## config.mk

```make
export PLATFORM = sky130hd
export DESIGN_NAME = hsi_ctrl
export DESIGN_NICKNAME = d
export VERILOG_FILES = /design/src/rtl/core/hermite_sample_interpolator_core_macros.svh /design/src/rtl/core/hsi_pkg.sv /design/src/rtl/core/hsi_ctrl.sv
export SDC_FILE = /design/constraint.sdc
export NUM_CORES = 1
export LEC_CHECK = 0
export ABC_AREA = 1
export BUFFER_PORTS_ARGS = -buffer_cell sky130_fd_sc_hd__buf_2
export CELL_PAD_IN_SITES_DETAIL_PLACEMENT = 1
export CELL_PAD_IN_SITES_GLOBAL_PLACEMENT = 1
export CORE_AREA = 2 2 59 61
export DETAILED_ROUTE_END_ITERATION = 12
export DIE_AREA = 0 0 61 63
export PLACE_DENSITY = 0.7
export SLEW_MARGIN = 20
export SYNTH_ARGS = -nofsm -noshare
export SYNTH_HDL_FRONTEND = slang
export SYNTH_SLANG_ARGS = --single-unit
```

## constraint.sdc

```tcl
create_clock -name clk_i -period 1.3 [get_ports clk_i]
set_input_delay 0.26 -clock clk_i [delete_from_list [all_inputs] [get_ports clk_i]]
set_output_delay 0.26 -clock clk_i [all_outputs]
set_load 0.01 [all_outputs]
```

## src/rtl/core/hermite_sample_interpolator_core_macros.svh

```systemverilog
// Assertion macros for the hermite sample interpolator core.
// Expects clk_i and rst_ni in the scope of use.
`ifndef HERMITE_SAMPLE_INTERPOLATOR_CORE_MACROS_SVH
`define HERMITE_SAMPLE_INTERPOLATOR_CORE_MACROS_SVH

// same-cycle implication
`define HSI_ASSERT_IMP(lbl, ante, cons, msg) \
  lbl: assert property (@(posedge clk_i) disable iff (!rst_ni) (ante) |-> (cons)) \
    else $error(msg);

// next-cycle implication
`define HSI_ASSERT_NXT(lbl, ante, cons, msg) \
  lbl: assert property (@(posedge clk_i) disable iff (!rst_ni) (ante) |=> (cons)) \
    else $error(msg);

`endif

```

## src/rtl/core/hsi_pkg.sv

```systemverilog
// Shared types, codes and constants of the hermite sample interpolator.
// No dependencies.
`timescale 1ns / 1ps
`default_nettype none
package hsi_pkg;

  localparam int TimeW  = 32;
  localparam int ValW   = 32;
  localparam int Hq     = 30;
  localparam int MulW   = 34;
  localparam int Div1Steps = 30;
  localparam int Div2Steps = 34;

  typedef enum logic [1:0] {
    ACT_CLEAR  = 2'd0,
    ACT_APPEND = 2'd1,
    ACT_QUERY  = 2'd2
  } action_e;

  typedef enum logic [2:0] {
    ST_OK     = 3'd0,
    ST_LOW    = 3'd1,
    ST_HIGH   = 3'd2,
    ST_EMPTY  = 3'd3,
    ST_REJECT = 3'd4
  } status_e;

  typedef struct packed {
    logic [1:0]             action;
    logic [TimeW-1:0]       time_value;
    logic signed [ValW-1:0] position_value;
    logic signed [ValW-1:0] velocity_value;
  } in_req_t;

  typedef struct packed {
    logic signed [ValW-1:0] out_position;
    logic signed [ValW-1:0] out_velocity;
    logic [2:0]             status;
  } out_rsp_t;

  typedef enum logic [4:0] {
    OP_NONE, OP_LOAD, OP_CLEAR, OP_RES_ZERO, OP_APP_WRITE, OP_RD_FIRST, OP_RD_LAST,
    OP_RES_RD, OP_SRCH_INIT, OP_SRCH_RD, OP_SRCH_UPD, OP_RD_LO, OP_LAT1, OP_LAT2,
    OP_DIV1, OP_MUL_SS, OP_MUL_S2S, OP_COEF, OP_MUL_H01, OP_MUL_H10, OP_MUL_H11,
    OP_ACC_T, OP_MUL_D, OP_MUL_AV1, OP_MUL_BV2, OP_MUL_G, OP_DIV2_INIT, OP_DIV2,
    OP_FINAL, OP_PUSH
  } op_e;

  typedef enum logic [4:0] {
    S_IDLE, S_DISPATCH, S_APP_CHK, S_Q_CHK0, S_Q_CHKL, S_SRCH, S_SRCH_CMP, S_LAT1,
    S_LAT2, S_DIV1, S_MUL_SS, S_MUL_S2S, S_COEF, S_MUL_H01, S_MUL_H10, S_MUL_H11,
    S_ACC_T, S_MUL_D, S_MUL_AV1, S_MUL_BV2, S_MUL_G, S_DIV2_INIT, S_DIV2, S_FINAL,
    S_PUSH
  } state_e;

  typedef struct packed {
    op_e     op;
    status_e st;
  } cmd_t;

  typedef struct packed {
    logic [1:0] action;
    logic       cnt_zero;
    logic       cnt_full;
    logic       t_lt_rd;
    logic       t_gt_rd;
    logic       lo_lt_hi;
    logic       div1_last;
    logic       div2_last;
    logic       out_free;
  } sts_t;

  function automatic logic signed [ValW-1:0] sat_val(input logic signed [63:0] x);
    logic signed [63:0] hi;
    logic signed [63:0] lo;
    hi = 64'sd2147483647;
    lo = -64'sd2147483648;
    if (x > hi) begin
      sat_val = hi[ValW-1:0];
    end else if (x < lo) begin
      sat_val = lo[ValW-1:0];
    end else begin
      sat_val = x[ValW-1:0];
    end
  endfunction

endpackage
`default_nettype wire

```

## src/rtl/core/hsi_ctrl.sv

```systemverilog
// Sequencer of the hermite sample interpolator.
// Depends on hsi_pkg; drives the datapath through cmd_t, reads sts_t.
`timescale 1ns / 1ps
`default_nettype none
module hsi_ctrl (
  input  wire logic         clk_i,
  input  wire logic         rst_ni,
  input  wire logic         in_valid_i,
  output logic              in_ready_o,
  input  wire hsi_pkg::sts_t sts_i,
  output hsi_pkg::cmd_t     cmd_o
);
  import hsi_pkg::*;

  state_e state_q, state_d;

  always_ff @(posedge clk_i or negedge rst_ni) begin
    if (!rst_ni) begin
      state_q <= S_IDLE;
    end else begin
      state_q <= state_d;
    end
  end

  always_comb begin
    state_d = state_q;
    case (state_q)
      S_IDLE:      if (in_valid_i) state_d = S_DISPATCH;
      S_DISPATCH: begin
        case (sts_i.action)
          ACT_APPEND: state_d = (sts_i.cnt_full || sts_i.cnt_zero) ? S_PUSH : S_APP_CHK;
          ACT_QUERY:  state_d = sts_i.cnt_zero ? S_PUSH : S_Q_CHK0;
          default:    state_d = S_PUSH;
        endcase
      end
      S_APP_CHK:   state_d = S_PUSH;
      S_Q_CHK0:    state_d = sts_i.t_lt_rd ? S_PUSH : S_Q_CHKL;
      S_Q_CHKL:    state_d = sts_i.t_lt_rd ? S_SRCH : S_PUSH;
      S_SRCH:      state_d = sts_i.lo_lt_hi ? S_SRCH_CMP : S_LAT1;
      S_SRCH_CMP:  state_d = S_SRCH;
      S_LAT1:      state_d = S_LAT2;
      S_LAT2:      state_d = S_DIV1;
      S_DIV1:      if (sts_i.div1_last) state_d = S_MUL_SS;
      S_MUL_SS:    state_d = S_MUL_S2S;
      S_MUL_S2S:   state_d = S_COEF;
      S_COEF:      state_d = S_MUL_H01;
      S_MUL_H01:   state_d = S_MUL_H10;
      S_MUL_H10:   state_d = S_MUL_H11;
      S_MUL_H11:   state_d = S_ACC_T;
      S_ACC_T:     state_d = S_MUL_D;
      S_MUL_D:     state_d = S_MUL_AV1;
      S_MUL_AV1:   state_d = S_MUL_BV2;
      S_MUL_BV2:   state_d = S_MUL_G;
      S_MUL_G:     state_d = S_DIV2_INIT;
      S_DIV2_INIT: state_d = S_DIV2;
      S_DIV2:      if (sts_i.div2_last) state_d = S_FINAL;
      S_FINAL:     state_d = S_PUSH;
      S_PUSH:      if (sts_i.out_free) state_d = S_IDLE;
      default:     state_d = S_IDLE;
    endcase
  end

  always_comb begin
    in_ready_o = 1'b0;
    cmd_o.op   = OP_NONE;
    cmd_o.st   = ST_OK;
    case (state_q)
      S_IDLE: begin
        in_ready_o = 1'b1;
        if (in_valid_i) cmd_o.op = OP_LOAD;
      end
      S_DISPATCH: begin
        case (sts_i.action)
          ACT_CLEAR: cmd_o.op = OP_CLEAR;
          ACT_APPEND: begin
            if (sts_i.cnt_full) begin
              cmd_o.op = OP_RES_ZERO;
              cmd_o.st = ST_REJECT;
            end else if (sts_i.cnt_zero) begin
              cmd_o.op = OP_APP_WRITE;
            end else begin
              cmd_o.op = OP_RD_LAST;
            end
          end
          ACT_QUERY: begin
            if (sts_i.cnt_zero) begin
              cmd_o.op = OP_RES_ZERO;
              cmd_o.st = ST_EMPTY;
            end else begin
              cmd_o.op = OP_RD_FIRST;
            end
          end
          default: cmd_o.op = OP_RES_ZERO;
        endcase
      end
      S_APP_CHK: begin
        if (sts_i.t_gt_rd) begin
          cmd_o.op = OP_APP_WRITE;
        end else begin
          cmd_o.op = OP_RES_ZERO;
          cmd_o.st = ST_REJECT;
        end
      end
      S_Q_CHK0: begin
        if (sts_i.t_lt_rd) begin
          cmd_o.op = OP_RES_RD;
          cmd_o.st = ST_LOW;
        end else begin
          cmd_o.op = OP_RD_LAST;
        end
      end
      S_Q_CHKL: begin
        if (sts_i.t_lt_rd) begin
          cmd_o.op = OP_SRCH_INIT;
        end else begin
          cmd_o.op = OP_RES_RD;
          cmd_o.st = sts_i.t_gt_rd ? ST_HIGH : ST_OK;
        end
      end
      S_SRCH:      cmd_o.op = sts_i.lo_lt_hi ? OP_SRCH_RD : OP_RD_LO;
      S_SRCH_CMP:  cmd_o.op = OP_SRCH_UPD;
      S_LAT1:      cmd_o.op = OP_LAT1;
      S_LAT2:      cmd_o.op = OP_LAT2;
      S_DIV1:      cmd_o.op = OP_DIV1;
      S_MUL_SS:    cmd_o.op = OP_MUL_SS;
      S_MUL_S2S:   cmd_o.op = OP_MUL_S2S;
      S_COEF:      cmd_o.op = OP_COEF;
      S_MUL_H01:   cmd_o.op = OP_MUL_H01;
      S_MUL_H10:   cmd_o.op = OP_MUL_H10;
      S_MUL_H11:   cmd_o.op = OP_MUL_H11;
      S_ACC_T:     cmd_o.op = OP_ACC_T;
      S_MUL_D:     cmd_o.op = OP_MUL_D;
      S_MUL_AV1:   cmd_o.op = OP_MUL_AV1;
      S_MUL_BV2:   cmd_o.op = OP_MUL_BV2;
      S_MUL_G:     cmd_o.op = OP_MUL_G;
      S_DIV2_INIT: cmd_o.op = OP_DIV2_INIT;
      S_DIV2:      cmd_o.op = OP_DIV2;
      S_FINAL:     cmd_o.op = OP_FINAL;
      S_PUSH:      if (sts_i.out_free) cmd_o.op = OP_PUSH;
      default:     cmd_o.op = OP_NONE;
    endcase
  end

endmodule
`default_nettype wire

```

After elaboration in Yosys (flattened, before gate mapping)
Index checks and enable logic that the tools add are counted.
{"block": "totals", "output_inout_bits": 9, "elab_cells": 67, "input_bits": 13, "register_bits": 5}
{"block": "classes", "mux": 31, "eq_ne": 30, "reduce_logical": 5}
{"op": "case mux 5 bit (25 select lines)", "count": 1}
{"op": "case mux 5 bit (24 select lines)", "count": 1}
{"op": "2-to-1 mux 5 bit", "count": 10}
{"op": "equality test 5 bit (second input constant)", "count": 9}
{"op": "equality test 5 x 4 -> 1 bit (second input constant)", "count": 8}
{"op": "equality test 5 x 3 -> 1 bit (second input constant)", "count": 4}
{"op": "case mux 5 bit (3 select lines)", "count": 1}
{"op": "2-to-1 mux 3 bit", "count": 4}
{"op": "case mux 3 bit (4 select lines)", "count": 1}
{"op": "equality test 5 x 2 -> 1 bit (second input constant)", "count": 2}
{"op": "2-to-1 mux 2 bit", "count": 5}
{"op": "case mux 5 bit (2 select lines)", "count": 1}
{"op": "!= test 2 bit (second input constant)", "count": 4}
{"op": "case mux 3 bit (2 select lines)", "count": 1}
{"op": "equality test 5 x 1 -> 1 bit (second input constant)", "count": 1}
{"op": "zero test 5 bit", "count": 1}
{"op": "2-to-1 mux 1 bit", "count": 5}
{"op": "2-to-1 mux 4 bit", "count": 1}
{"op": "AND reduction 4 bit", "count": 1}
{"op": "equality test 2 x 1 -> 1 bit (second input constant)", "count": 1}
{"op": "equality test 2 bit (second input constant)", "count": 1}
{"op": "zero test 2 bit", "count": 1}
{"op": "OR reduction 2 bit", "count": 1}
{"op": "logical OR 1 bit", "count": 1}

Longest topological paths before layout
{"block": "depth", "ltp_word": 4, "depth_mapped": 9, "mapped_depth_nobuf": 9}

Least setup slack after synthesis
OpenSTA, ideal clock, no wires.
{"block": "synth_path", "path_kind": "register to output", "startpoint": "register state_q[0]", "endpoint": "output port cmd_o[1] (netlist bit)", "setup_slack_ns": -0.183, "arrival_time_ns": 1.223, "stages_incl_launch_ff": 6, "cell_sequence": "dfrtp_1 > nor2_4 > nand2_2 > nor2_2 > nand2_2 > o21ai_0"}
{"element": "start, declared", "line": "hsi_ctrl.sv:15", "rtl": "state_e state_q, state_d;"}
{"element": "start signal, assigned", "line": "hsi_ctrl.sv:21", "rtl": "state_q <= state_d;"}
{"element": "end, declared", "line": "hsi_ctrl.sv:11", "rtl": "output hsi_pkg::cmd_t cmd_o"}

==> flow_summary.toml <==
[pwr]
leakage_nw = 0.988
p_switching_mw = 2.07
swShare_pct = 51.6
clockPowerShare_pct = 4.6
ir_drop_v = 0.000544
power_frac_comb_pct = 86.0
p_int_mw = 1.94
seqPwrFrac_pct = 9.4
power.density_mw_per_mm2 = 2140

[routing]
via_per_inst = 5.17
drt-wirelength-per-cell_um = 16.9
routed_wl_mm = 4.90
drtIter0Drc = 44
antenna_left = 0
vias = 1499
drtPass1Iterations = 4
drc = 0

[yosys]
synthCells = 172
syn_nets = 190
ys_async_sr_fraction_pct = 100
seq_area_frac_synth_pct = 12.2
syn_area_mm2 = 0.00103
synth.area.top_cells = "nand2_1 18%, dfrtp_1 12%, nand3_1 8.8%, nor2_4 7.7%, ha_1 6.1%"
yosys_warnings = 0
synth.most_common_cell = "nand2_1"
synth_common_cells = "49 x nand2_1, 18 x nand3_1, 15 x inv_1"
synth-seq-cells = 5
synth.avg_cell_area_um2 = 5.98
ys.flop_type = "dfrtp_1"
yosysTopAreaCell = "nand2_1"
synth_top_area_share_pct = 17.9
synth_edf_count = 0
synth.distinct_cells = 27

[min_path]
min_to = "state_q[1]"
worstHoldPathType = "input port to flip-flop"
hp-start = "sts_i[1]"
whs_path_depth = 3

[sta]
setup_slack_ns = -0.615
post-route-period-util_pct = 147
post-route-min-period_ns = 1.91
timing.slew.headroom_pct = 81.5
hold_violations = 0
worst_pin_slew_ns = 0.276
fin_skew_ns = 0.00531
holdWs_ns = 0.332
rsz0062_at_grt = "yes"
setup_viol = 14
fin_setup_tns_ns = -6.69
slew_viol_final = 0
max_freq_mhz = 522

[place]
place_area_mm2 = 0.00153
gp_congestion = 0.896
dp_slack_ns = -0.379
dp_hpwl_mm = 3.56
port_buffers = 21
dpl.cell_count = 276

[clock_tree]
cts_tree = "yes"
cts_made_buffers = 3
clk_pin_slew_ns = 0.05
clock_latency_ns = 0.24
cts.sinks = 5
cts.htree.levels = 1
cts_buffer_depth = 2
cts_root_buf = "clkbuf_4"

[setup_path]
timing.rr.start = "state_q[0]"
crit_required_ns = 1.04
r2r_slack_ns = -0.38
cp_data_arrival_time_ns = 1.65
endpoint_kind = "primary output"
cp_max_fo = 7
r2r-end = "state_q[0]"
start_kind = "flip-flop"
critPathKind = "flip-flop to primary output"
r2r_cells = 9

[global_routing]
antenna_found_initial = 0
grt_start_max_net_pins = 9
grtUsageTotal_pct = 25.4
overflow = 0
grt_pass1_vias = 1549
grt_pass1_wl_mm = 7.37

[layout]
areaGrowthSynthToFinish_pct = 82.6
drive_above_1_share_pct = 60.2
largest_reg_flops = 5
fillCellCount = 437
finalNetCount = 263
regMostFlops = "state_q"
reg_top3 = "state_q x5"
instances_no_fill = 290
diodes = 0
final_cell_area_mm2 = 0.00188

[die]
die_w_um = 61
die_height_um = 63
ios = 22
num_rows = 21
core_mm2 = 0.00323
fp.dieArea_mm2 = 0.00384
initial_core_util_pct = 31.8

[outcome]
violations = "setup timing"
outcome = "finished, violations left"

[job]
maxCapViolations = 0
-- per-stage QoR --
| step | util [%] | total power, mW |
|---|---|---|
| 2_1_floorplan | - | 1.79 |
| 3_3_place_gp | 47.3 | 2.81 |
| 3_5_place_dp | 47.3 | 2.90 |
| 4_1_cts | 55.4 | 3.71 |
| 5_1_grt | 58.1 | 4.26 |
| 6_report | 58.1 | 4.01 |
-- metal layers --
layer	up-vias	routed length [um]	track usage (%)
met3	7	123	2.48
met4	0	74	6.25
li1	705	-	-
met2	34	2740	48.3
met5	-	0	0
met1	753	1970	28.6
-- critical path: stages, from the launching register on --
cell	delay, ns
dfrtp_2	0.48
nor2_4	0.27
nand4_1	0.23
nand2_2	0.17
a21oi_2	0.05
nand4_1	0.07
buf_2	0.13
-- power by group through the flow --
stage | logic (mW) | clock network [mW] | registers (mW)
6_report | 3.45 | 0.184 | 0.377
2_1_floorplan | 1.45 | 0 | 0.343
3_5_place_dp | 2.55 | 0 | 0.348
3_3_place_gp | 2.47 | 0 | 0.345
5_1_grt | 3.68 | 0.209 | 0.379
4_1_cts | 3.16 | 0.193 | 0.359
-- placed cells by master, fill, tap and decap left out, types with 2 or more instances in the layout --
cell type   n
clkbuf_4    3
buf_2      19
nand3_2     6
a21oi_2     5
nor3_4      2
o21ai_0     5
nand2_1    32
a21oi_1     2
buf_6      10
o21ai_2     2
nand2_2    20
nand2_4     3
nor2_1     10
buf_4      37
nand4_1     9
nand3_1    15
inv_2       7
ha_1        5
dfrtp_2     4
nor2_2      2
nor2_4     12
buf_12      3
o21ai_1     2
o21ai_4     2
inv_1      11
-- how the worst max path moves through the flow --
stage	start	endpoint	slack, ns	cells past startpoint
floorplan	state_q[4]	cmd_o[3]	-0.07	6
detailed placement	sts_i[8]	cmd_o[5]	-0.38	10
finish	state_q[1]	cmd_o[6]	-0.61	6
global placement	state_q[1]	cmd_o[4]	-0.36	8
global route	state_q[0]	cmd_o[4]	-0.70	7
CTS	state_q[0]	cmd_o[3]	-0.61	8
-- final cells by class --
type                    count  area [um2]  share of cell area, %
flip-flops and latches      5         130                   6.93
inverters                  21        90.1                   4.80
well taps                  46        57.6                   3.06
repair buffers             71         588                   31.3
clock buffers               4        26.3                   1.40
multi-input cells         143         986                   52.5
-- cells by family (layout without fill, tap and decap cells) --
family	count (synthesis)	after routing	share of synthesized area (%)
AOI/OAI and AO/OA	19	19	10.6
adders and majority gates	5	5	6.08
buffers and inverters	24	96	9.73
DFF	5	5	12.2
and+or+nand+nor	119	119	61.4
-- what timing repair did --
item | 4_1_cts | 5_1_grt
setup buffers | 7 | 3
pin swaps | 13 | 15
setup endpoints to repair | 14 | 14
endpoints found under the hold margin | 5 | 0
resized for setup | 34 | 22
gates cloned | 1 | 0
hold buffers | 1 | 0
Note: power is estimated with default switching activity, not from simulation.
